==> src/rtl/rrtss_pkg.sv <==
// ----------------------------------------------------------------------------
// Round-robin scheduler package
// Shared types and constants for the round-robin time-slice scheduler.
// ----------------------------------------------------------------------------
package rrtss_pkg;

    localparam int CFG_W = 16;
    localparam logic [CFG_W-1:0] TIME_SLOT_RESET = 16'd2;

    localparam logic CMD_ADD   = 1'b0;
    localparam logic CMD_SLICE = 1'b1;

    typedef enum logic [1:0] {
        ST_DONE     = 2'd0,
        ST_OVERFLOW = 2'd1,
        ST_EMPTY    = 2'd2
    } status_t;

    typedef struct packed {
        logic load;
        logic exec;
    } ctrl_cmd_t;

    typedef struct packed {
        logic full;
        logic empty;
    } dp_status_t;

endpackage

==> src/rtl/rrtss_dp.sv <==
// ----------------------------------------------------------------------------
// Round-robin scheduler datapath
// Task ring memory, head and tail pointers, task count, time slot register
// and the result registers.
// ----------------------------------------------------------------------------
module rrtss_dp #(
    parameter int RING_DEPTH = 16,
    parameter int TIME_WIDTH = 16
) (
    input  logic                              clk,
    input  logic                              rst_n,
    input  logic                              cfg_we,
    input  logic [rrtss_pkg::CFG_W-1:0]       cfg_wdata,
    input  rrtss_pkg::ctrl_cmd_t              cmd,
    output rrtss_pkg::dp_status_t             dp_status,
    input  logic                              command,
    input  logic [TIME_WIDTH-1:0]             burst_time,
    output logic [1:0]                        status,
    output logic [TIME_WIDTH-1:0]             served_time,
    output logic [TIME_WIDTH-1:0]             left_time,
    output logic                              finished,
    output logic [$clog2(RING_DEPTH+1)-1:0]   occupancy
);
    import rrtss_pkg::*;

    localparam int IDX_W = $clog2(RING_DEPTH);
    localparam int CNT_W = $clog2(RING_DEPTH + 1);
    localparam logic [IDX_W-1:0] LAST_IDX = IDX_W'(RING_DEPTH - 1);
    localparam logic [CNT_W-1:0] FULL_CNT = CNT_W'(RING_DEPTH);

    logic [TIME_WIDTH-1:0] ring_mem [RING_DEPTH];
    logic [TIME_WIDTH-1:0] rd_data_reg;

    logic [IDX_W-1:0]      head_reg, head_next;
    logic [IDX_W-1:0]      tail_reg, tail_next;
    logic [CNT_W-1:0]      count_reg, count_next;
    logic [CFG_W-1:0]      slot_reg;

    logic                  cmd_reg;
    logic [TIME_WIDTH-1:0] burst_reg;

    status_t               status_reg, status_next;
    logic [TIME_WIDTH-1:0] served_reg, served_next;
    logic [TIME_WIDTH-1:0] left_reg, left_next;
    logic                  finished_reg, finished_next;
    logic [CNT_W-1:0]      occ_reg;

    logic                  ring_we;
    logic [TIME_WIDTH-1:0] wr_data;
    logic [TIME_WIDTH-1:0] slot;
    logic                  is_full;
    logic                  is_empty;

    assign slot     = TIME_WIDTH'(slot_reg);
    assign is_full  = (count_reg == FULL_CNT);
    assign is_empty = (count_reg == '0);

    function automatic logic [IDX_W-1:0] ring_next(input logic [IDX_W-1:0] idx);
        logic [IDX_W-1:0] res;
        res = (idx == LAST_IDX) ? '0 : idx + 1'b1;
        return res;
    endfunction

    always_comb
    begin
        head_next     = head_reg;
        tail_next     = tail_reg;
        count_next    = count_reg;
        ring_we       = 1'b0;
        wr_data       = burst_reg;
        status_next   = ST_DONE;
        served_next   = '0;
        left_next     = '0;
        finished_next = 1'b0;
        if (cmd_reg == CMD_ADD)
        begin
            if (is_full)
            begin
                status_next = ST_OVERFLOW;
            end
            else
            begin
                ring_we    = 1'b1;
                tail_next  = ring_next(tail_reg);
                count_next = count_reg + 1'b1;
            end
        end
        else
        begin
            if (is_empty)
            begin
                status_next = ST_EMPTY;
            end
            else
            begin
                served_next = rd_data_reg;
                head_next   = ring_next(head_reg);
                if (rd_data_reg > slot)
                begin
                    left_next = rd_data_reg - slot;
                    wr_data   = rd_data_reg - slot;
                    ring_we   = 1'b1;
                    tail_next = ring_next(tail_reg);
                end
                else
                begin
                    finished_next = 1'b1;
                    count_next    = count_reg - 1'b1;
                end
            end
        end
    end

    always_ff @(posedge clk or negedge rst_n)
    begin
        if (!rst_n)
        begin
            head_reg  <= '0;
            tail_reg  <= '0;
            count_reg <= '0;
            slot_reg  <= TIME_SLOT_RESET;
        end
        else
        begin
            if (cfg_we)
            begin
                slot_reg <= cfg_wdata;
            end
            if (cmd.exec)
            begin
                head_reg  <= head_next;
                tail_reg  <= tail_next;
                count_reg <= count_next;
            end
        end
    end

    always_ff @(posedge clk)
    begin
        if (cmd.exec && ring_we)
        begin
            ring_mem[tail_reg] <= wr_data;
        end
        rd_data_reg <= ring_mem[head_reg];
    end

    always_ff @(posedge clk)
    begin
        if (cmd.load)
        begin
            cmd_reg   <= command;
            burst_reg <= burst_time;
        end
        if (cmd.exec)
        begin
            status_reg   <= status_next;
            served_reg   <= served_next;
            left_reg     <= left_next;
            finished_reg <= finished_next;
            occ_reg      <= count_next;
        end
    end

    assign dp_status.full  = is_full;
    assign dp_status.empty = is_empty;

    assign status      = status_reg;
    assign served_time = served_reg;
    assign left_time   = left_reg;
    assign finished    = finished_reg;
    assign occupancy   = occ_reg;

endmodule

==> src/rtl/rrtss_ctrl.sv <==
// ----------------------------------------------------------------------------
// Round-robin scheduler controller
// Sequences each word through capture and execution and owns the result
// valid flag.
// ----------------------------------------------------------------------------
module rrtss_ctrl (
    input  logic                 clk,
    input  logic                 rst_n,
    input  logic                 task_valid,
    output logic                 task_stall,
    output logic                 result_valid,
    input  logic                 result_stall,
    output rrtss_pkg::ctrl_cmd_t cmd
);
    import rrtss_pkg::*;

    typedef enum logic [1:0] {
        S_IDLE = 2'b01,
        S_EXEC = 2'b10
    } state_t;

    state_t state_reg, state_next;
    logic   out_valid_reg, out_valid_next;
    logic   out_free;

    assign out_free = !out_valid_reg || !result_stall;

    always_comb
    begin
        state_next     = state_reg;
        cmd.load       = 1'b0;
        cmd.exec       = 1'b0;
        out_valid_next = out_valid_reg && result_stall;
        unique case (state_reg)
            S_IDLE:
            begin
                if (task_valid)
                begin
                    cmd.load   = 1'b1;
                    state_next = S_EXEC;
                end
            end
            S_EXEC:
            begin
                if (out_free)
                begin
                    cmd.exec       = 1'b1;
                    out_valid_next = 1'b1;
                    state_next     = S_IDLE;
                end
            end
            default:
            begin
                state_next = S_IDLE;
            end
        endcase
    end

    always_ff @(posedge clk or negedge rst_n)
    begin
        if (!rst_n)
        begin
            state_reg     <= S_IDLE;
            out_valid_reg <= 1'b0;
        end
        else
        begin
            state_reg     <= state_next;
            out_valid_reg <= out_valid_next;
        end
    end

    assign task_stall   = (state_reg != S_IDLE);
    assign result_valid = out_valid_reg;

endmodule

==> src/rtl/round_robin_time_slice_scheduler.sv <==
// ----------------------------------------------------------------------------
// Round-robin time-slice scheduler
// Circular task queue that adds tasks at the tail and runs time slices on
// the head task, requeuing it while time remains.
// ----------------------------------------------------------------------------
// Each word is first captured while the head entry is read from the ring
// memory, and then executed to update the ring and load the result
// register. The registered memory read is why capture and execution are
// separate states. A finished result waits in its output register while the
// next word is captured; the block holds a word in execution only while the
// previous result is still stalled. A slice command with time left writes the
// reduced time back at the tail in the same cycle that the head advances, so
// a full ring never overflows on a slice.
module round_robin_time_slice_scheduler #(
    parameter int RING_DEPTH = 16,
    parameter int TIME_WIDTH = 16
) (
    input  logic                              clk,
    input  logic                              rst_n,
    input  logic                              cfg_we,
    input  logic [rrtss_pkg::CFG_W-1:0]       cfg_wdata,
    input  logic                              task_valid,
    output logic                              task_stall,
    input  logic                              command,
    input  logic [TIME_WIDTH-1:0]             burst_time,
    output logic                              result_valid,
    input  logic                              result_stall,
    output logic [1:0]                        status,
    output logic [TIME_WIDTH-1:0]             served_time,
    output logic [TIME_WIDTH-1:0]             left_time,
    output logic                              finished,
    output logic [$clog2(RING_DEPTH+1)-1:0]   occupancy
);
    import rrtss_pkg::*;

    localparam int OCC_W = $clog2(RING_DEPTH + 1);

    ctrl_cmd_t  cmd;
    dp_status_t dp_status;

    rrtss_ctrl u_ctrl (
        .clk          (clk),
        .rst_n        (rst_n),
        .task_valid   (task_valid),
        .task_stall   (task_stall),
        .result_valid (result_valid),
        .result_stall (result_stall),
        .cmd          (cmd)
    );

    rrtss_dp #(
        .RING_DEPTH (RING_DEPTH),
        .TIME_WIDTH (TIME_WIDTH)
    ) u_dp (
        .clk         (clk),
        .rst_n       (rst_n),
        .cfg_we      (cfg_we),
        .cfg_wdata   (cfg_wdata),
        .cmd         (cmd),
        .dp_status   (dp_status),
        .command     (command),
        .burst_time  (burst_time),
        .status      (status),
        .served_time (served_time),
        .left_time   (left_time),
        .finished    (finished),
        .occupancy   (occupancy)
    );

    a_full_empty_excl: assert property (@(posedge clk) disable iff (!rst_n)
        !(dp_status.full && dp_status.empty))
        else $error("Ring reported full and empty at once.");

    a_busy_after_accept: assert property (@(posedge clk) disable iff (!rst_n)
        (task_valid && !task_stall) |=> task_stall)
        else $error("A new word was accepted before the previous one executed.");

    a_result_after_exec: assert property (@(posedge clk) disable iff (!rst_n)
        cmd.exec |=> result_valid)
        else $error("An executed word did not present a result.");

    a_occ_bound: assert property (@(posedge clk) disable iff (!rst_n)
        result_valid |-> (occupancy <= OCC_W'(RING_DEPTH)))
        else $error("Reported occupancy exceeds the ring depth.");

endmodule

==> config.mk <==
export PLATFORM = sky130hd
export DESIGN_NAME = round_robin_time_slice_scheduler
export DESIGN_NICKNAME = d
export VERILOG_FILES = /design/src/rtl/rrtss_pkg.sv /design/src/rtl/rrtss_dp.sv /design/src/rtl/rrtss_ctrl.sv /design/src/rtl/round_robin_time_slice_scheduler.sv
export SDC_FILE = /design/constraint.sdc
export NUM_CORES = 1
export LEC_CHECK = 0
export BUFFER_PORTS_ARGS = -buffer_cell sky130_fd_sc_hd__buf_4
export CAP_MARGIN = 20
export CORE_MARGIN = 4
export CORE_UTILIZATION = 51
export CTS_CLUSTER_SIZE = 40
export DETAILED_ROUTE_END_ITERATION = 10
export GPL_TIMING_DRIVEN = 0
export PLACE_DENSITY = 0.78
export SLEW_MARGIN = 20
export SYNTH_ARGS = -nofsm -noshare
export SYNTH_HDL_FRONTEND = slang
export SYNTH_SLANG_ARGS = --single-unit
==> constraint.sdc <==
create_clock -name clk -period 4.35 [get_ports clk]
set_input_delay 0.2175 -clock clk [delete_from_list [all_inputs] [get_ports clk]]
set_output_delay 0.2175 -clock clk [all_outputs]
set_load 0.05 [all_outputs]
Word-level counts from Yosys, hierarchy flattened
Memories as Yosys holds them, arrays and structs flattened. A register that Yosys moved wholly into a read port is not among the register bits.
Cells that the tools add are included.

operators by class
  $add $sub $neg = 5
  order comparisons = 1
  equality and inequality tests = 11
  mux-type cells = 32
  bitwise logic cells = 3
  reductions and logical operators = 11

operators with widths
  kind                                                                    count
  16-bit two-way mux                                                      3
  4-bit two-way mux                                                       6
  5-bit two-way mux                                                       4
  16-bit > comparator                                                     1
  16-bit subtractor                                                       1
  1-bit two-way mux                                                       14
  4-bit by 1-bit adder with 4-bit output (second input constant)          2
  4-bit equality test (second input constant)                             2
  2-bit two-way mux                                                       4
  2-bit by 1-bit != test with 1-bit output (second input constant)        3
  2-bit != test (second input constant)                                   3
  5-bit by 1-bit adder with 5-bit output (second input constant)          1
  5-bit equality test (second input constant)                             1
  5-bit logical NOT                                                       1
  5-bit by 1-bit subtractor with 5-bit output (second input constant)     1
  2-bit case mux with 2 select lines                                      1
  4-bit AND reduction                                                     1
  1-bit inverter                                                          3
  3-bit AND reduction                                                     1
  3-bit OR reduction                                                      1
  2-bit by 1-bit equality test with 1-bit output (second input constant)  1
  2-bit equality test (second input constant)                             1
  1-bit logical AND                                                       2
  1-bit logical NOT                                                       2
  other kinds (3)                                                         3

word-level totals
  bits in registers = 89
  memory bits (writable) = 256
  input port bits = 38
  output and inout bits = 42
  logic and storage cells = 77
  memories kept = 1

memories
  memory         words  bits a word  rd ports  clocked after Yosys merged registers in  write ports  RTL line        source
  u_dp.ring_mem  16     16           1         1                                        1            rrtss_dp.sv:31  logic [TIME_WIDTH-1:0] ring_mem [RING_DEPTH];

Depth between registers and ports, before layout
Gate-level depths: netlist of run 1.

  word-level depth = 7
  depth in mapped cells = 10
  mapped depth without buffers = 10

Cells and area by module
A second synthesis of run 1 with hierarchy kept.

unflattened totals
  cell total of the unflattened synthesis = 831
  area, all modules = 14745.4 um^2

by module, submodules not included
  module      times used  cells an instance  area an instance (um^2)  sequential area each (um^2)
  rrtss_dp    1           820                14611.5                  10446.3
  rrtss_ctrl  1           11                 133.9                    76.3

Least setup slack after synthesis of run 1
OpenSTA, ideal clock, no wires.

  path type = reg-to-reg
  start point = register u_ctrl.out_valid_reg, in the netlist u_ctrl.result_valid
  end point = memory u_dp.ring_mem[12][0] (enable)
  library setup time = 0.319 ns
  arrival time = 2.776 ns
  data required time = 4.031 ns
  setup slack = 1.255 ns
  cell stages (with the launch flop) = 8
  buffers on the path = 0
  period minus slack after synthesis = 3.095 ns
  cells stage by stage = dfrtp_1 nand2_1 nand2_1 clkinv_1 o21ai_4 a21oi_4 and3_1 and2_1

RTL lines
  element                 RTL line          source
  start, declared         rrtss_ctrl.sv:23  logic out_valid_reg, out_valid_next;
  start signal, assigned  rrtss_ctrl.sv:69  out_valid_reg <= out_valid_next;
  end, declared           rrtss_dp.sv:31

Final worst setup path of run 1
  start point = register u_dp.slot_reg[0], in the netlist u_dp.slot[0]
  end point = memory u_dp.ring_mem[2][13] (enable)

on the way
  cells in the longest elaborated chain, start to end = 7

RTL lines
  element                                  RTL line         source
  start, declared                          rrtss_dp.sv:37   logic [CFG_W-1:0] slot_reg;
  start signal, assigned                   rrtss_dp.sv:127  slot_reg <= cfg_wdata;
  16-bit > comparator                      rrtss_dp.sv:98   if (rd_data_reg > slot)
  1-bit two-way mux                        rrtss_dp.sv:98
  1-bit two-way mux                        rrtss_dp.sv:90   if (is_empty)
  1-bit two-way mux                        rrtss_dp.sv:75   if (cmd_reg == CMD_ADD)
  1-bit logical AND                        rrtss_dp.sv:140  if (cmd.exec && ring_we)
  1-bit two-way mux                        rrtss_dp.sv:140
  1-bit two-way mux (implied by the code)  rrtss_dp.sv:142  ring_mem[tail_reg] <= wr_data;

No other way between the ends.

==> results of run 1 <==
-- area by class of cell --
cell class	instances	share of cell area
timing repair buffer	121	0.0578
tap	384	0.0274
clock buffer	48	0.0562
buffer	42	0.0111
sequential	361	0.599
multi-input combinational	506	0.229
clock inverter	15	0.0133
inverter	31	0.00670
-- synth_stat cells, types with 3 or more instances --
library cell | n | share of area
a211oi_1 | 3 | 0.0015
a22oi_1 | 16 | 0.0081
nand4_1 | 4 | 0.0017
edfxtp_1 | 313 | 0.63
inv_1 | 30 | 0.0076
buf_1 | 3 | 0.00076
nor3_2 | 3 | 0.0020
xnor2_1 | 8 | 0.0047
o211ai_1 | 4 | 0.0020
dfxtp_1 | 16 | 0.022
nor3_1 | 7 | 0.0024
mux2i_1 | 51 | 0.034
xor2_1 | 7 | 0.0041
nand3_1 | 12 | 0.0040
and2_2 | 4 | 0.0020
ha_1 | 23 | 0.019
nand2b_1 | 4 | 0.0017
and3_1 | 20 | 0.0084
nor2_1 | 30 | 0.0076
dfrtp_1 | 30 | 0.051
mux4_2 | 32 | 0.049
nor2b_1 | 5 | 0.0021
o21a_1 | 3 | 0.0015
a21o_1 | 15 | 0.0076
o21ai_0 | 67 | 0.023
a221oi_1 | 17 | 0.010
a21oi_1 | 40 | 0.013
buf_2 | 14 | 0.0047
nand2_1 | 71 | 0.018
and2_1 | 9 | 0.0038
mux2_2 | 16 | 0.012
clkbuf_1 | 21 | 0.0053
-- kinds of logic after synthesis --
| logic type | Yosys count |
|---|---|
| AOI/OAI and AO/OA | 192 |
| xor gates and xnor gates | 15 |
| adders and majority gates | 24 |
| buffers and inverters | 73 |
| DFF | 361 |
| muxes | 99 |
| and+or+nand+nor | 176 |
-- cells in the final DEF (no fill, tap or decap), drive strengths merged, types with 3 or more instances in the layout --
| cell type | n |
|---|---|
| and3 | 20 |
| nand4 | 5 |
| mux2i | 51 |
| o21ai | 69 |
| dfrtp | 30 |
| o211ai | 5 |
| inv | 32 |
| dlygate4sd3 | 36 |
| nor3b | 3 |
| o21a | 3 |
| dfxtp | 16 |
| mux4 | 32 |
| ha | 23 |
| nor2b | 5 |
| a21oi | 43 |
| a21o | 17 |
| clkbuf | 70 |
| buf | 104 |
| nand2 | 71 |
| xor2 | 7 |
| nor2 | 30 |
| bufinv | 6 |
| a221oi | 17 |
| nand2b | 4 |
| nand3 | 12 |
| edfxtp | 313 |
| and2 | 13 |
| mux2 | 16 |
| clkinv | 8 |
| a22oi | 16 |
| xnor2 | 8 |
| a211oi | 3 |
| nor3 | 10 |
-- where the power goes --
part	internal (mW)	total (mW)	switching, mW	leakage (nW)
Combinational	1.25	3.44	2.19	2.41
Clock	1.95	3.19	1.23	0.598
Sequential	4.44	4.58	0.139	3.36
-- metal layers --
layer  part of all wire  wire length [um]
met1               0.42             13400
met5                  0                 0
met3              0.057              1840
met4              0.027               866
met2               0.50             16100
-- critical path, stage by stage (launching register included) --
cell,delay (ns)
dfrtp_1,0.39
ha_1,0.24
fa_1,0.41
nand2b_1,0.17
a21oi_1,0.30
o211a_4,0.27
o21ai_4,0.12
a21o_4,0.28
nor3_2,0.18
and2_1,0.82
-- how the worst max path moves through the flow --
stage                                    from               endpoint  slack [ns]  cells after the start
after floorplan           u_ctrl.result_valid   u_dp.ring_mem[12][0]        1.25                      7
after global placement           u_dp.slot[0]  u_dp.ring_mem[10][15]        0.02                      8
after detailed placement         u_dp.slot[0]  u_dp.ring_mem[10][12]        0.74                      9
after CTS                        u_dp.slot[0]   u_dp.ring_mem[1][13]        0.72                      9
after global routing             u_dp.slot[0]   u_dp.ring_mem[9][13]        0.59                      9
final                            u_dp.slot[0]   u_dp.ring_mem[2][13]        0.78                      9
-- through the flow --
stage,total power [mW],setup slack [ns]
after floorplan,6.96,1.25
after global placement,7.85,0.0177
after detailed placement,7.99,0.743
after CTS,11.2,0.723
after global routing,11.7,0.592
final,11.2,0.777
==> metrics.cfg, run 1 <==
[sta]
holdWs_ns=0.0581
clock_skew_ns=0.0183
post-route-period-util=0.821
tns_ns=0
drv_slew=0
rsz0062_at_grt=false
clock.fmax_mhz=280
setup-violations-final=0
slew_headroom=0.342
worstMarginPinSlew_ns=0.987
final_hold_viol_count=0
period_minus_slack_ns=3.57

[synth]
ys_warn_count=0
synth-compound-area-share=0.0861
synthMuxAreaShare=0.0951
synthCells=940
synth_edf_count=313
synth_seq_cells=361
synth_top_family_by_area=multiplexers
avgSynthCellArea_um2=15.8
syn-num-nets=1002
syn_area_um2=14800
async_reset_ff_frac=0.0886
synth-xor-area-share=0.00885
synth-main-ff-cell=edfxtp_1
ys_types=68
synth_fa_ha_area_frac=0.0207
seq_area_frac_synth=0.709
synthSimpleGateAreaFrac=0.0591

[routing]
viasPerCell=5.66
firstDrtPassIters=6
remaining_drc_errors=0
ant_nets=0
num_vias=8542
wirelength_um=32200
drt-wirelength-per-cell_um=21.4
drtIter0Drc=973

[clocking]
cts_resized=0
postCtsHoldBufs=36
post_cts_buffers=0
htreeDepth=2
cts.sinks=361
clk_pin_slew_worst_paths_ns=0.06
cts_root_buffer=clkbuf_16
cts_tree=done
clkLatencyLatePin_ns=0.52
cts_buffers=36
clockBufferDepth=3

[cells_and_area]
multi_input_area_um2=4020
post-route-cell-area_um2=17600
fin_cells=1508
insertedDiodeCount=0
largest_register_ff_count=256
drive_above_1_share=0.206
register_area_um2=10500
final_nets=1161
syn_to_final_growth_pct=18.4
fillCellCount=2050
largest-register=u_dp.ring_mem
final_util=0.612

[placement]
port_buffers=79
postPlaceCellArea_um2=16000
gp_congestion=0.925
place_hpwl_um=21400
place_inst=1409

[worst_setup_path]
path_max_fanout=16
start_kind=flip-flop
arrival_ns=3.71
rr_worst_depth=9
r2r_slack_ns=0.78
path_class=flip-flop to flip-flop
end_kind=flip-flop
required_ns=4.48
r2r-end=u_dp.ring_mem[2][13]
reg2reg_from=u_dp.slot[0]

[floorplanning]
die_x_um=179
die_area_um2=31900
die_y_um=179
rows=62
start_util=0.517
ios=80
core_area_um2=28700

[power]
peakVddDrop_uv=331
p_per_area_nw_per_um2=638
p_leak_nw=6.36

[global_routing]
busiest_layer=met2
grt_pass1_vias=8865
global_route.usage.met3=0.0320
grtUsageMet1=0.270
grt_use_total=0.205
grt_max_degree=45
antenna_found_initial=0
grt_pass1_wl_um=50200
globalRouteOverflowTotal=0
grtUsageMet2=0.355

[worst_hold_path]
min_path_type=primary input to flip-flop
whs_endpoint=u_ctrl.state_reg[1]
hp-start=task_valid
whs_path_depth=3

[status]
status=complete, no violations

[job]
cap_violations=0

Note: power is estimated with default switching activity, not from simulation.
==> inputs of run 2 (changes only) <==
--- a/config.mk
+++ b/config.mk
@@ -5,6 +5,7 @@
 export SDC_FILE = /design/constraint.sdc
 export NUM_CORES = 1
 export LEC_CHECK = 0
+export ABC_AREA = 1
 export BUFFER_PORTS_ARGS = -buffer_cell sky130_fd_sc_hd__buf_4
 export CAP_MARGIN = 20
 export CORE_MARGIN = 4
==> constraint.sdc (replaced) <==
create_clock -name clk -period 3.6 [get_ports clk]
set_input_delay 0.18 -clock clk [delete_from_list [all_inputs] [get_ports clk]]
set_output_delay 0.18 -clock clk [all_outputs]
set_load 0.05 [all_outputs]
==> run 2 against run 1 <==
  * Core utilization up 0.50 points
  * Worst hold slack gained 0.12 ns
  * Clock-buffer cell count down 2
  * Setup slack got worse by 0.42 ns
  * Clock power increased by 13%
  * Largest power group unchanged
  * Maximum frequency increased by 10%
  * Largest cell class unchanged
  * Total power grew 24%
==> metrics.cfg, run 2 <==
[status]
status=complete, no violations

[power]
seq_power_share=0.393
comb_power_share=0.347
clkPwrFrac=0.260
p_sw_frac=0.376
power_mw=13.9
peakVddDrop_uv=382
p_switching_mw=5.24
p_int_mw=8.68
p_leak_nw=6.76
p_per_area_nw_per_um2=786

[floorplanning]
die_area_um2=31900
die_y_um=179
ios=80
core_area_um2=28700
die_x_um=179
rows=62
start_util=0.518

[cells_and_area]
fillCellCount=2075
largest_register_ff_count=256
final_nets=1459
layout_commonest_cell=edfxtp_1
final_cell_mix=edfxtp_1 (313), nand2_1 (228), nor2_1 (110)
drive_above_1_share=0.157
largest-register=u_dp.ring_mem
fin_cells=1807
syn_to_final_growth_pct=19.2
insertedDiodeCount=0

[sta]
clock.fmax_mhz=308
setup-violations-final=0
final_hold_viol_count=0
rsz0062_at_grt=false
holdWs_ns=0.176
clock_skew_ns=0.0176
tns_ns=0
post-route-period-util=0.902
slew_headroom=0.299
worstMarginPinSlew_ns=1.05
drv_slew=0
period_minus_slack_ns=3.25

[clocking]
cts_tree=done
htreeDepth=2
post_cts_buffers=0
clkLatencyLatePin_ns=0.53
clockBufferDepth=3
cts_resized=0
clk_pin_slew_worst_paths_ns=0.07
cts_buffers=35
cts.sinks=361
cts_root_buffer=clkbuf_16

[synth]
ys_warn_count=0
yosys.area.top_type=edfxtp_1
synthTopCellsByCount=edfxtp_1 (313), nand2_1 (228), nor2_1 (127)
synth_top_family_by_area=simple AND/OR/NAND/NOR gates
synth_edf_count=313
synthMuxAreaShare=0.000758
synth_area_leaders=edfxtp_1 (63%), nand2_1 (5.8%), dfrtp_1 (5.1%), o21ai_0 (3.5%), nor2_1 (3.2%)
synth_most_common_cell=edfxtp_1
syn-num-nets=1290
synth_fa_ha_area_frac=0.0207
synth-xor-area-share=0.00935
ys_types=50
synth_seq_cells=361
synthCells=1228
seq_area_frac_synth=0.708
synthSimpleGateAreaFrac=0.127
synth-main-ff-cell=edfxtp_1
syn_area_um2=14900
avgSynthCellArea_um2=12.1
synth.top_cell.area_share=0.632
async_reset_ff_frac=0.0886
synth-compound-area-share=0.0930

[placement]
place_inst=1708
gp_congestion=0.912
port_buffers=79
place_hpwl_um=25700

[worst_setup_path]
end_kind=flip-flop
path_class=flip-flop to flip-flop
start_kind=flip-flop
arrival_ns=3.42
required_ns=3.77
path_max_fanout=16
rr_worst_depth=14

[job]
cap_violations=0

[routing]
remaining_drc_errors=0
drtIter0Drc=1405
num_vias=10400
ant_nets=0
wirelength_um=38900
firstDrtPassIters=6
viasPerCell=5.76
drt-wirelength-per-cell_um=21.5

[global_routing]
grt_pass1_wl_um=58800
grt_pass1_vias=10300
grt_max_degree=33
globalRouteOverflowTotal=0
antenna_found_initial=0
grt_use_total=0.246

[worst_hold_path]
min_path_type=primary input to asynchronous set/reset pin

-- run 2: cell types whose count changed in the layout (fill, tap and decap cells not counted), sizes merged, moves of 13 or more --
| cell | before | now |
|---|---|---|
| a21o | 17 | 2 |
| a22oi | 16 | 0 |
| and3 | 20 | 1 |
| inv | 32 | 93 |
| mux2 | 16 | 1 |
| mux2i | 51 | 0 |
| mux4 | 32 | 0 |
| nand2 | 71 | 240 |
| nand3 | 12 | 54 |
| nor2 | 30 | 132 |
| o21ai | 69 | 121 |
| o221ai | 2 | 15 |
| o22ai | 1 | 18 |
-- run 2: cell families (layout without fill, tap and decap cells) --
family                   Yosys count  count (layout)
AO/OA/AOI/OAI                    232             232
buffers and inverters            147             342
multiplexers                       1               1
adder cells (fa/ha/maj)           24              24
XOR/XNOR                          15              15
AND/OR/NAND/NOR                  448             448
flip-flops                       361             361
-- run 2: power groups by stage --
stage	combinational, mW	clock, mW	sequential (mW)
2_1_floorplan	2.94	0	5.58
3_3_place_gp	4.45	0	5.55
3_5_place_dp	4.62	0	5.55
4_1_cts	4.70	3.64	5.46
5_1_grt	5.24	3.81	5.49
6_report	4.83	3.62	5.47
-- run 2: final cells by class --
cell class                      count  area, um^2  area share
Clock buffer                       46        1000      0.0565
Tap cell                          384         480      0.0271
Buffer                             54         251      0.0142
Sequential cell                   361       10500       0.594
Inverter                           93         357      0.0201
Multi-Input combinational cell    720        3780       0.214
Clock inverter                     17         134     0.00756
Timing Repair Buffer              132        1180      0.0668
-- run 2: what timing repair did --
item | 4_1_cts | 5_1_grt
endpoints found under the hold margin | 66 | 0
hold buffers | 36 | 0
endpoints found under the setup margin | 0 | 0
-- run 2: critical path: stages, from the launching register on --
cell,delay (ns)
dfrtp_1,0.40
ha_1,0.24
fa_1,0.42
inv_1,0.08
nand2_1,0.05
nand2_1,0.07
nand3_1,0.08
nand2_2,0.11
nand2_2,0.05
nand2_2,0.07
nand2_4,0.13
nor2_8,0.16
inv_4,0.08
buf_6,0.15
o21ai_2,0.80
-- run 2: through the flow --
step	worst slack [ns]	cell area [um^2]	utilization
after detailed placement	0.434	16200	0.565
after CTS	0.395	17700	0.617
final	0.353	17700	0.617
after global placement	-0.603	15900	0.555
after floorplan	0.263	14900	-
after global routing	0.240	17700	0.617
-- run 2: final timing paths --
kind / to / slack, ns / startpoint
max in group asynchronous: u_ctrl.state_reg[0] / 3.05 / rst_n
worst max register to register: u_dp.ring_mem[0][5] / 0.35 / u_dp.slot[0]
worst max-delay path: u_dp.ring_mem[0][5] / 0.35 / u_dp.slot[0]
worst min register to register: u_ctrl.state_reg[0] / 0.50 / u_ctrl.state_reg[1]
worst min-delay path: u_dp.count_reg[0] / 0.18 / rst_n
min in group clk: u_dp.slot[6] / 0.21 / cfg_we
-- run 2: layer usage --
| metal | up-vias | wire (um) | share of wire | track usage |
|---|---|---|---|---|
| met5 | - | 0 | 0 | 0 |
| met4 | 0 | 2110 | 0.054 | 0.125 |
| met3 | 121 | 3750 | 0.096 | 0.0375 |
| met2 | 601 | 19100 | 0.49 | 0.415 |
| met1 | 5012 | 14000 | 0.36 | 0.309 |
| li1 | 4675 | - | - | - |
